==> src/design/bitmap_line_drawer_macros.svh <==
// ---------------------------------------------------------------------------
// Assertion macros for the line drawer
// ---------------------------------------------------------------------------
`ifndef BITMAP_LINE_DRAWER_MACROS_SVH
`define BITMAP_LINE_DRAWER_MACROS_SVH

// implication checked every clock outside reset
`define BLD_ASSERT_IMP(label, ante, cons) \
  label: assert property (@(posedge clk) disable iff (!rst_n) (ante) |-> (cons)) \
    else $error("assertion failed");

// next-cycle implication
`define BLD_ASSERT_NXT(label, ante, cons) \
  label: assert property (@(posedge clk) disable iff (!rst_n) (ante) |=> (cons)) \
    else $error("assertion failed");

`endif

==> src/design/bld_pkg.sv <==
// ---------------------------------------------------------------------------
// bld_pkg
// Shared types and constants for the bitmap line drawer.
// ---------------------------------------------------------------------------
`default_nettype none
package bld_pkg;
  localparam int ROWS      = 256;
  localparam int COLS      = 256;
  localparam int ROW_BYTES = (COLS + 7) / 8;
  localparam int DEPTH     = ROWS * ROW_BYTES;
  localparam int AW        = $clog2(DEPTH);
  localparam int DW        = 32;   // line numerator/denominator width
  localparam int QW        = 14;   // coordinate width less one

  typedef enum logic [1:0] {
    ACT_LINE = 2'd0,
    ACT_FILL = 2'd1,
    ACT_READ = 2'd2,
    ACT_NONE = 2'd3
  } action_t;

  typedef enum logic [3:0] {
    S_CLEAR, S_IDLE, S_INIT, S_SWEEP, S_PT, S_DIVW, S_RD, S_WR, S_RDB, S_RDB2,
    S_DONE
  } seq_state_t;

  typedef enum logic [1:0] {
    MODE_COL,    // ends share a row: walk columns
    MODE_ROW,    // ends share a column: walk rows
    MODE_SLOPE   // tenth-row samples
  } walk_mode_t;

  // one memory access request from the sequencer
  typedef struct packed {
    logic          rd;   // read for read-modify-write or byte read
    logic          wr;   // write full byte
    logic [AW-1:0] addr;
    logic [7:0]    wdata;
  } mem_req_t;
endpackage
`default_nettype wire

==> src/design/bld_seq.sv <==
// ---------------------------------------------------------------------------
// bld_seq
// Sequencer: walks line points, fill and clear sweeps, byte reads, and does
// read-modify-write of the pixel store.
// ---------------------------------------------------------------------------
`default_nettype none
module bld_seq
  import bld_pkg::*;
(
  input  wire logic          clk,
  input  wire logic          rst_n,
  input  wire logic          start,
  input  wire logic [1:0]    action,
  input  wire logic [12:0]   xs,
  input  wire logic [12:0]   ys,
  input  wire logic [12:0]   xe,
  input  wire logic [12:0]   ye,
  input  wire logic          val,
  input  wire logic [7:0]    row_i,
  input  wire logic [4:0]    grp_i,
  input  wire logic          hold,
  output logic               busy,
  output logic               done,
  output logic [7:0]         result,
  output mem_req_t           req,
  input  wire logic [7:0]    rdata
);
  seq_state_t st_r, st_nxt;
  logic [AW:0]  cnt_r, cnt_nxt;
  logic [7:0]   fillv_r, fillv_nxt;
  walk_mode_t   mode_r, mode_nxt;
  logic signed [QW+4:0] t_r, t_nxt, tend_r, tend_nxt;  // row walk / tenths
  logic signed [QW+4:0] row_r, row_nxt;                // floor(t / 10)
  logic [3:0]   frac_r, frac_nxt;                      // t mod 10
  logic signed [QW:0]   c_r, c_nxt;                    // fixed coordinate
  logic signed [DW-1:0] num_r, num_nxt, den_r, den_nxt, step_r, step_nxt;
  logic signed [QW+4:0] px_r, px_nxt, py_r, py_nxt;
  logic         val_r, val_nxt;
  logic [7:0]   res_r, res_nxt;
  logic [AW-1:0] addr_r, addr_nxt;
  // restoring divider of |num| by |den|
  logic [DW-1:0] rem_r, rem_nxt, quo_r, quo_nxt, dv_r, dv_nxt;
  logic [5:0]   dcnt_r, dcnt_nxt;
  logic         qneg_r, qneg_nxt;

  logic signed [QW:0] sxs, sys, sxe, sye, dx, dy;
  logic [DW:0]  trial;
  logic         inwin;
  logic signed [QW+4:0] row_inc;
  logic [3:0]   frac_inc;

  assign sxs = (QW+1)'(signed'(xs)); assign sys = (QW+1)'(signed'(ys));
  assign sxe = (QW+1)'(signed'(xe)); assign sye = (QW+1)'(signed'(ye));
  assign dx = sxe - sxs; assign dy = sye - sys;
  assign trial = {rem_r, quo_r[DW-1]} - {1'b0, dv_r};
  assign inwin = px_r >= 0 && px_r < ROWS && py_r >= 0 && py_r < COLS;
  assign row_inc  = (frac_r == 4'd9) ? row_r + (QW+5)'(1) : row_r;
  assign frac_inc = (frac_r == 4'd9) ? 4'd0 : frac_r + 4'd1;

  always_ff @(posedge clk) begin
    if (!rst_n) begin
      st_r <= S_CLEAR; cnt_r <= '0;
    end else begin
      st_r <= st_nxt; cnt_r <= cnt_nxt;
    end
    fillv_r <= fillv_nxt; mode_r <= mode_nxt; t_r <= t_nxt; tend_r <= tend_nxt;
    row_r <= row_nxt; frac_r <= frac_nxt;
    c_r <= c_nxt; num_r <= num_nxt; den_r <= den_nxt; step_r <= step_nxt;
    px_r <= px_nxt; py_r <= py_nxt; val_r <= val_nxt; res_r <= res_nxt;
    addr_r <= addr_nxt; rem_r <= rem_nxt; quo_r <= quo_nxt; dv_r <= dv_nxt;
    dcnt_r <= dcnt_nxt; qneg_r <= qneg_nxt;
  end

  always_comb begin
    st_nxt = st_r; cnt_nxt = cnt_r; fillv_nxt = fillv_r; mode_nxt = mode_r;
    t_nxt = t_r; tend_nxt = tend_r; c_nxt = c_r; num_nxt = num_r;
    row_nxt = row_r; frac_nxt = frac_r;
    den_nxt = den_r; step_nxt = step_r; px_nxt = px_r; py_nxt = py_r;
    val_nxt = val_r; res_nxt = res_r; addr_nxt = addr_r; rem_nxt = rem_r;
    quo_nxt = quo_r; dv_nxt = dv_r; dcnt_nxt = dcnt_r; qneg_nxt = qneg_r;
    req = '0; busy = 1'b1; done = 1'b0;
    unique case (st_r)
      S_CLEAR: begin
        req.wr = 1'b1; req.addr = cnt_r[AW-1:0]; req.wdata = 8'h00;
        cnt_nxt = cnt_r + 1'b1;
        if (cnt_r == (AW+1)'(DEPTH - 1)) begin
          st_nxt = S_IDLE;
        end
      end
      S_IDLE: begin
        busy = 1'b0;
        if (start) begin
          res_nxt = 8'h00; val_nxt = val;
          unique case (action_t'(action))
            ACT_LINE: begin
              st_nxt = S_PT;
              if (sxs == sxe) begin
                mode_nxt = MODE_COL; c_nxt = sxs;
                t_nxt = (sys < sye) ? (QW+5)'(sys) : (QW+5)'(sye);
                tend_nxt = (sys < sye) ? (QW+5)'(sye) : (QW+5)'(sys);
              end else if (sys == sye) begin
                mode_nxt = MODE_ROW; c_nxt = sys;
                t_nxt = (sxs < sxe) ? (QW+5)'(sxs) : (QW+5)'(sxe);
                tend_nxt = (sxs < sxe) ? (QW+5)'(sxe) : (QW+5)'(sxs);
              end else begin
                mode_nxt = MODE_SLOPE;
                row_nxt = (sxs < sxe) ? (QW+5)'(sxs) : (QW+5)'(sxe);
                frac_nxt = 4'd0;
                t_nxt = (QW+5)'(10 * ((sxs < sxe) ? sxs : sxe));
                tend_nxt = (QW+5)'(10 * ((sxs < sxe) ? sxe : sxs));
                den_nxt = 10 * DW'(dx);
                step_nxt = DW'(dy);
                // num at the first sample row is den times that end's column
                c_nxt = (sxs < sxe) ? sys : sye;
                st_nxt = S_INIT;
              end
            end
            ACT_FILL: begin
              fillv_nxt = {8{val}}; cnt_nxt = '0; st_nxt = S_SWEEP;
            end
            ACT_READ: begin
              if (32'(row_i) < ROWS && 32'(grp_i) < COLS / 8) begin
                addr_nxt = AW'(32'(row_i) * ROW_BYTES + 32'(grp_i));
                st_nxt = S_RDB;
              end else st_nxt = S_DONE;
            end
            default: st_nxt = S_DONE;
          endcase
        end
      end
      S_INIT: begin
        num_nxt = den_r * DW'(c_r); st_nxt = S_PT;
      end
      S_SWEEP: begin
        req.wr = 1'b1; req.addr = cnt_r[AW-1:0]; req.wdata = fillv_r;
        cnt_nxt = cnt_r + 1'b1;
        if (cnt_r == (AW+1)'(DEPTH - 1)) st_nxt = S_DONE;
      end
      S_PT: begin
        if (t_r > tend_r) st_nxt = S_DONE;
        else if (mode_r == MODE_COL) begin
          px_nxt = (QW+5)'(c_r); py_nxt = t_r; st_nxt = S_RD;
        end else if (mode_r == MODE_ROW) begin
          px_nxt = t_r; py_nxt = (QW+5)'(c_r); st_nxt = S_RD;
        end else begin
          // truncate toward zero: negative rows with a fraction round up
          px_nxt = (row_r < 0 && frac_r != 4'd0) ? row_r + (QW+5)'(1) : row_r;
          qneg_nxt = num_r[DW-1] ^ den_r[DW-1];
          rem_nxt = '0;
          quo_nxt = num_r[DW-1] ? DW'(-num_r) : num_r;
          dv_nxt = den_r[DW-1] ? DW'(-den_r) : den_r;
          dcnt_nxt = '0; st_nxt = S_DIVW;
        end
      end
      S_DIVW: begin
        if (!trial[DW]) begin
          rem_nxt = trial[DW-1:0]; quo_nxt = {quo_r[DW-2:0], 1'b1};
        end else begin
          rem_nxt = {rem_r[DW-2:0], quo_r[DW-1]}; quo_nxt = {quo_r[DW-2:0], 1'b0};
        end
        dcnt_nxt = dcnt_r + 1'b1;
        if (dcnt_r == 6'(DW - 1)) begin
          py_nxt = qneg_r ? (QW+5)'(-signed'(quo_nxt)) : (QW+5)'(quo_nxt);
          st_nxt = S_RD;
        end
      end
      S_RD: begin
        if (inwin) begin
          addr_nxt = AW'(32'(px_r) * ROW_BYTES + 32'(py_r >>> 3));
          req.rd = 1'b1; req.addr = addr_nxt;
          st_nxt = S_WR;
        end else begin
          t_nxt = t_r + (QW+5)'(1); row_nxt = row_inc; frac_nxt = frac_inc;
          num_nxt = num_r + step_r; st_nxt = S_PT;
        end
      end
      S_WR: begin
        req.wr = 1'b1; req.addr = addr_r;
        req.wdata = rdata;
        req.wdata[py_r[2:0]] = val_r;
        t_nxt = t_r + (QW+5)'(1); row_nxt = row_inc; frac_nxt = frac_inc;
        num_nxt = num_r + step_r; st_nxt = S_PT;
      end
      S_RDB: begin
        req.rd = 1'b1; req.addr = addr_r; st_nxt = S_RDB2;
      end
      S_RDB2: begin
        res_nxt = rdata; st_nxt = S_DONE;
      end
      S_DONE: begin
        // wait here while the output register is still occupied
        done = 1'b1;
        if (!hold) st_nxt = S_IDLE;
      end
      default: st_nxt = S_IDLE;
    endcase
  end
  assign result = res_r;
endmodule
`default_nettype wire
==> config.mk <==
export PLATFORM = sky130hd
export DESIGN_NAME = bld_seq
export DESIGN_NICKNAME = d
export VERILOG_FILES = /design/src/design/bitmap_line_drawer_macros.svh /design/src/design/bld_pkg.sv /design/src/design/bld_seq.sv
export SDC_FILE = /design/constraint.sdc
export NUM_CORES = 2
export LEC_CHECK = 0
export ABC_AREA = 1
export BUFFER_PORTS_ARGS = -buffer_cell sky130_fd_sc_hd__buf_2
export CORE_MARGIN = 2
export CORE_UTILIZATION = 45
export CTS_CLUSTER_SIZE = 25
export DETAILED_ROUTE_END_ITERATION = 10
export PLACE_DENSITY = 0.71
export SLEW_MARGIN = 15
export SYNTH_ARGS = -nofsm -noshare
export SYNTH_HDL_FRONTEND = slang
export SYNTH_SLANG_ARGS = --single-unit
==> constraint.sdc <==
create_clock -name clk -period 14.9 [get_ports clk]
set_input_delay 0.745 -clock clk [delete_from_list [all_inputs] [get_ports clk]]
set_output_delay 0.745 -clock clk [all_outputs]
set_load 0.01 [all_outputs]
==> key figures <==
Run status
  – Outcome: completed

Worst setup path
  – WP data required: ~15 ns
  – CP max stage delay: between 0.9 and 1 ns
  – CP Capture Type: flip-flop
  – FF-to-FF setup slack: between 8 and 9 ns
  – FF-to-FF path depth: 22
  – Critical path origin: den_r[30]
  – CP endpoint: num_r[29]
  – Buffers & Inverters on Critical Path: 6
  – Worst path cell trace: nand2_1 -> inv_1 -> fa_1 -> fa_1 -> inv_1 -> fa_1 -> inv_1 -> fa_1 -> fa_1 -> inv_1 -> fa_1 -> inv_1 -> ha_1 -> nand2_1 -> nor2_1 -> inv_1 -> nor3_1 -> nand4_1 -> nand3_1 -> a21oi_1 -> o21ai_0 -> o21ai_0
  – Setup crit start kind: flip-flop
  – RR Endpoint: num_r[29]
  – Critical R2R Launch: den_r[30]
  – CP top delay family: adder cells
  – Worst Path Max Fanout: 24
  – Data arrival, critical path: around 7.2 ns
  – Slowest CP cell: edfxtp_1
  – CP Depth: 22
  – Setup Crit Path Kind: reg -> reg

Synth
  – Ys flop type: edfxtp_1
  – Top cells by area, synth: edfxtp_1 26%, fa_1 14%, nand2_1 11%
  – Top cell type by total area after synthesis: edfxtp_1
  – EDFF count, synth: around 300
  – Syn Area/Cell: ~7.8 um^2
  – Count leader, synth: nand2_1
  – Post-synth ARST share: 0%
  – Count of warnings emitted by yosys: 0
  – Top cells by count, synth: 1000 x nand2_1, 846 x inv_1, 335 x nor2_1
  – Register area share after synthesis: 26.7%
  – Top-area cell type share of the netlist area: approximately a quarter
  – Yosys reg bits: approximately 320
  – Unique masters post-synth: 70
  – Cell area after synthesis: 35400 um^2
  – Cells after Synth: 4565

Clock tree
  – Setup Fix Bufs, Post-CTS: 0
  – CTS Hold Bufs: 0
  – Clock Path Buffers: 3
  – # clock sinks: 321
  – Htree depth: 2
  – CTS clk-pin slew, worst paths: about 0.06 ns
  – Clk Latency, worst-skew pair: 0.59 ns
  – Num CTS Buffers: 39
  – CTS tree: built
  – Root Driver: clkbuf_16
  – # resized after CTS: 0

Place
  – Final RePlAce weighted congestion: ~0.95
  – Post-DP HPWL: 79300 um
  – Post-placement cell area: 36900 um^2
  – PortBufs: roughly 110
  – Place WS: about 8.1 ns
  – Cells after DPL: about 5.6k

Routing
  – Post-DRT Antenna Nets: 0
  – Final wirelength: ~100000 um
  – Drt via density: 5.46
  – Pre-antenna DRT Iters: 6
  – 1st-iter DRT viols: around 3.1k
  – Avg WL per Cell: around 18 um
  – Post-route DRC: 0
  – Routed vias: around 31k

Power
  – Power Density: between 100 and 150 nW/um^2
  – Peak VDD IR: about 0.14 mV
  – Pleak: roughly 18 nW
  – Tot Pwr: 4.82 mW

Layout
  – # fillers: between 7k and 8k
  – Fin cells: around 5.7k
  – NumNets Final: 5224
  – Final instance area: between 30000 and 40000 um^2
  – N_diodes: 0
  – Utilization after layout: just under 50%
  – Area grow syn2layout: 7.64%
  – Share of layout cells above drive strength 1: under 10%

Timing
  – Number of setup violations in the final report: 0
  – Worst slew pin tran: between 1 and 1.5 ns
  – Post-route minimum period: 6.86 ns
  – Worst hold slack: about 0.35 ns
  – RSZ-0062 raised after global routing: false
  – Final worst-path cycle share: between 40% and 50%
  – Max-slew violations: 0
  – Final setup margin: roughly 8 ns
  – Total negative slack: 0 ns
  – Clock Skews: approximately 0.026 ns
  – Max Fclk: approximately 0.15 GHz
  – Worst slew margin: 24.8%
  – Final hold vios: 0

Global route
  – GRT overflow: 0
  – GRT Util Overall: between 20 and 25%
  – Vias in the first global route: 29.6k
  – Initial antenna violation count: 0
  – Largest net degree at the start of global routing: 80
  – First-pass GRT wire length: 161000 um

Floorplanning
  – IO Count: around 110
  – Area of the die: 80900 um^2
  – Chip Height: approximately 280 um
  – Initial cell density of the core: 45.5%
  – Core ar.: around 78000 um^2
  – Die Width: 284 um
  – Number of cell rows: 102

Job
  – Max-cap check violation count: 0

Min path
  – Worst hold path class: in -> reg
==> power breakdown <==
part / leakage (nW) / internal (mW) / switching [mW]
clock network: 0.588 / 0.535 / 0.415
registers: 2.83 / 1.12 / 0.0298
logic: 14.9 / 0.982 / 1.74
==> how the worst min path moves through the flow <==
| stage | start | end | slack [ns] | cells past startpoint |
|---|---|---|---|---|
| global placement | cnt_r[1] | cnt_r[1] | 0.47 | 2 |
| global route | val | fillv_r[0] | 0.34 | 1 |
| CTS | val | fillv_r[0] | 0.33 | 1 |
| detailed placement | cnt_r[0] | cnt_r[0] | 0.48 | 2 |
| floorplan | den_r[1] | dv_r[1] | 0.42 | 0 |
| finish | val | fillv_r[0] | 0.35 | 1 |
==> logic make-up (layout without fill, tap and decap cells) <==
logic type	after synthesis	in the layout	share of synthesized area [%]
flops	321	321	26.7
buf+inv	1005	1060	10.9
fa+ha+maj	537	537	24.3
other cells	1	13	0.0106
simple gates	1720	1720	20.5
compound gates	808	808	13.2
xor+xnor	173	173	4.28
==> placed cells by master, fill, tap and decap left out, types with 20 or more instances in the layout <==
cell       count
a21oi_1      292
a31oi_1       24
buf_4         21
clkbuf_16     39
o21ai_1       20
ha_1         285
xnor2_1       70
nand2_1     1000
nor3_1        58
fa_1         252
xor2_1       103
o21ai_0      285
inv_1        846
nor2_1       331
o211ai_1      34
nand4_1       56
buf_2        112
edfxtp_1     303
nand3_1      177
==> registers in the layout (all words and copies together) (netlist names), 6 cells and up <==
register / cells
dcnt_r: 6
row_r: 19
t_r: 19
addr_r: 13
px_r: 19
step_r: 14
dv_r: 31
tend_r: 19
quo_r: 32
cnt_r: 14
rem_r: 32
num_r: 32
py_r: 19
result: 8
den_r: 18
c_r: 13
==> layer usage <==
metal	wire, um	share of wire (%)	up-vias	global-route usage [%]
met5	0	0	-	0
met4	3190	3.1	0	7.18
met3	9580	9.4	204	3.87
met2	43500	43	1377	38.2
met1	45400	45	14511	36.2
li1	-	-	14878	-
==> worst register-to-register path, stage by stage (launching register included) <==
cell and delay (ns):
edfxtp_1 0.99, nand2_1 0.22, inv_1 0.18, fa_1 0.55, fa_1 0.65, inv_1 0.23
fa_1 0.58, inv_1 0.05, fa_1 0.47, fa_1 0.54, inv_1 0.05, fa_1 0.53
inv_1 0.04, ha_1 0.40, nand2_1 0.12, nor2_1 0.16, inv_1 0.08, nor3_1 0.21
nand4_1 0.12, nand3_1 0.13, a21oi_1 0.07, o21ai_0 0.11, o21ai_0 0.10
==> cell type report <==
cell class	instances	area [um^2]	share of cell area [%]
Inverter	861	3230	8.48
Clock buffer	46	1000	2.63
Multi-Input combinational cell	3251	22200	58.2
Timing Repair Buffer	133	718	1.89
Sequential cell	321	9460	24.8
Tap cell	1040	1300	3.42
Clock inverter	20	221	0.581
No activity file was read; power rests on OpenSTA's default activity.
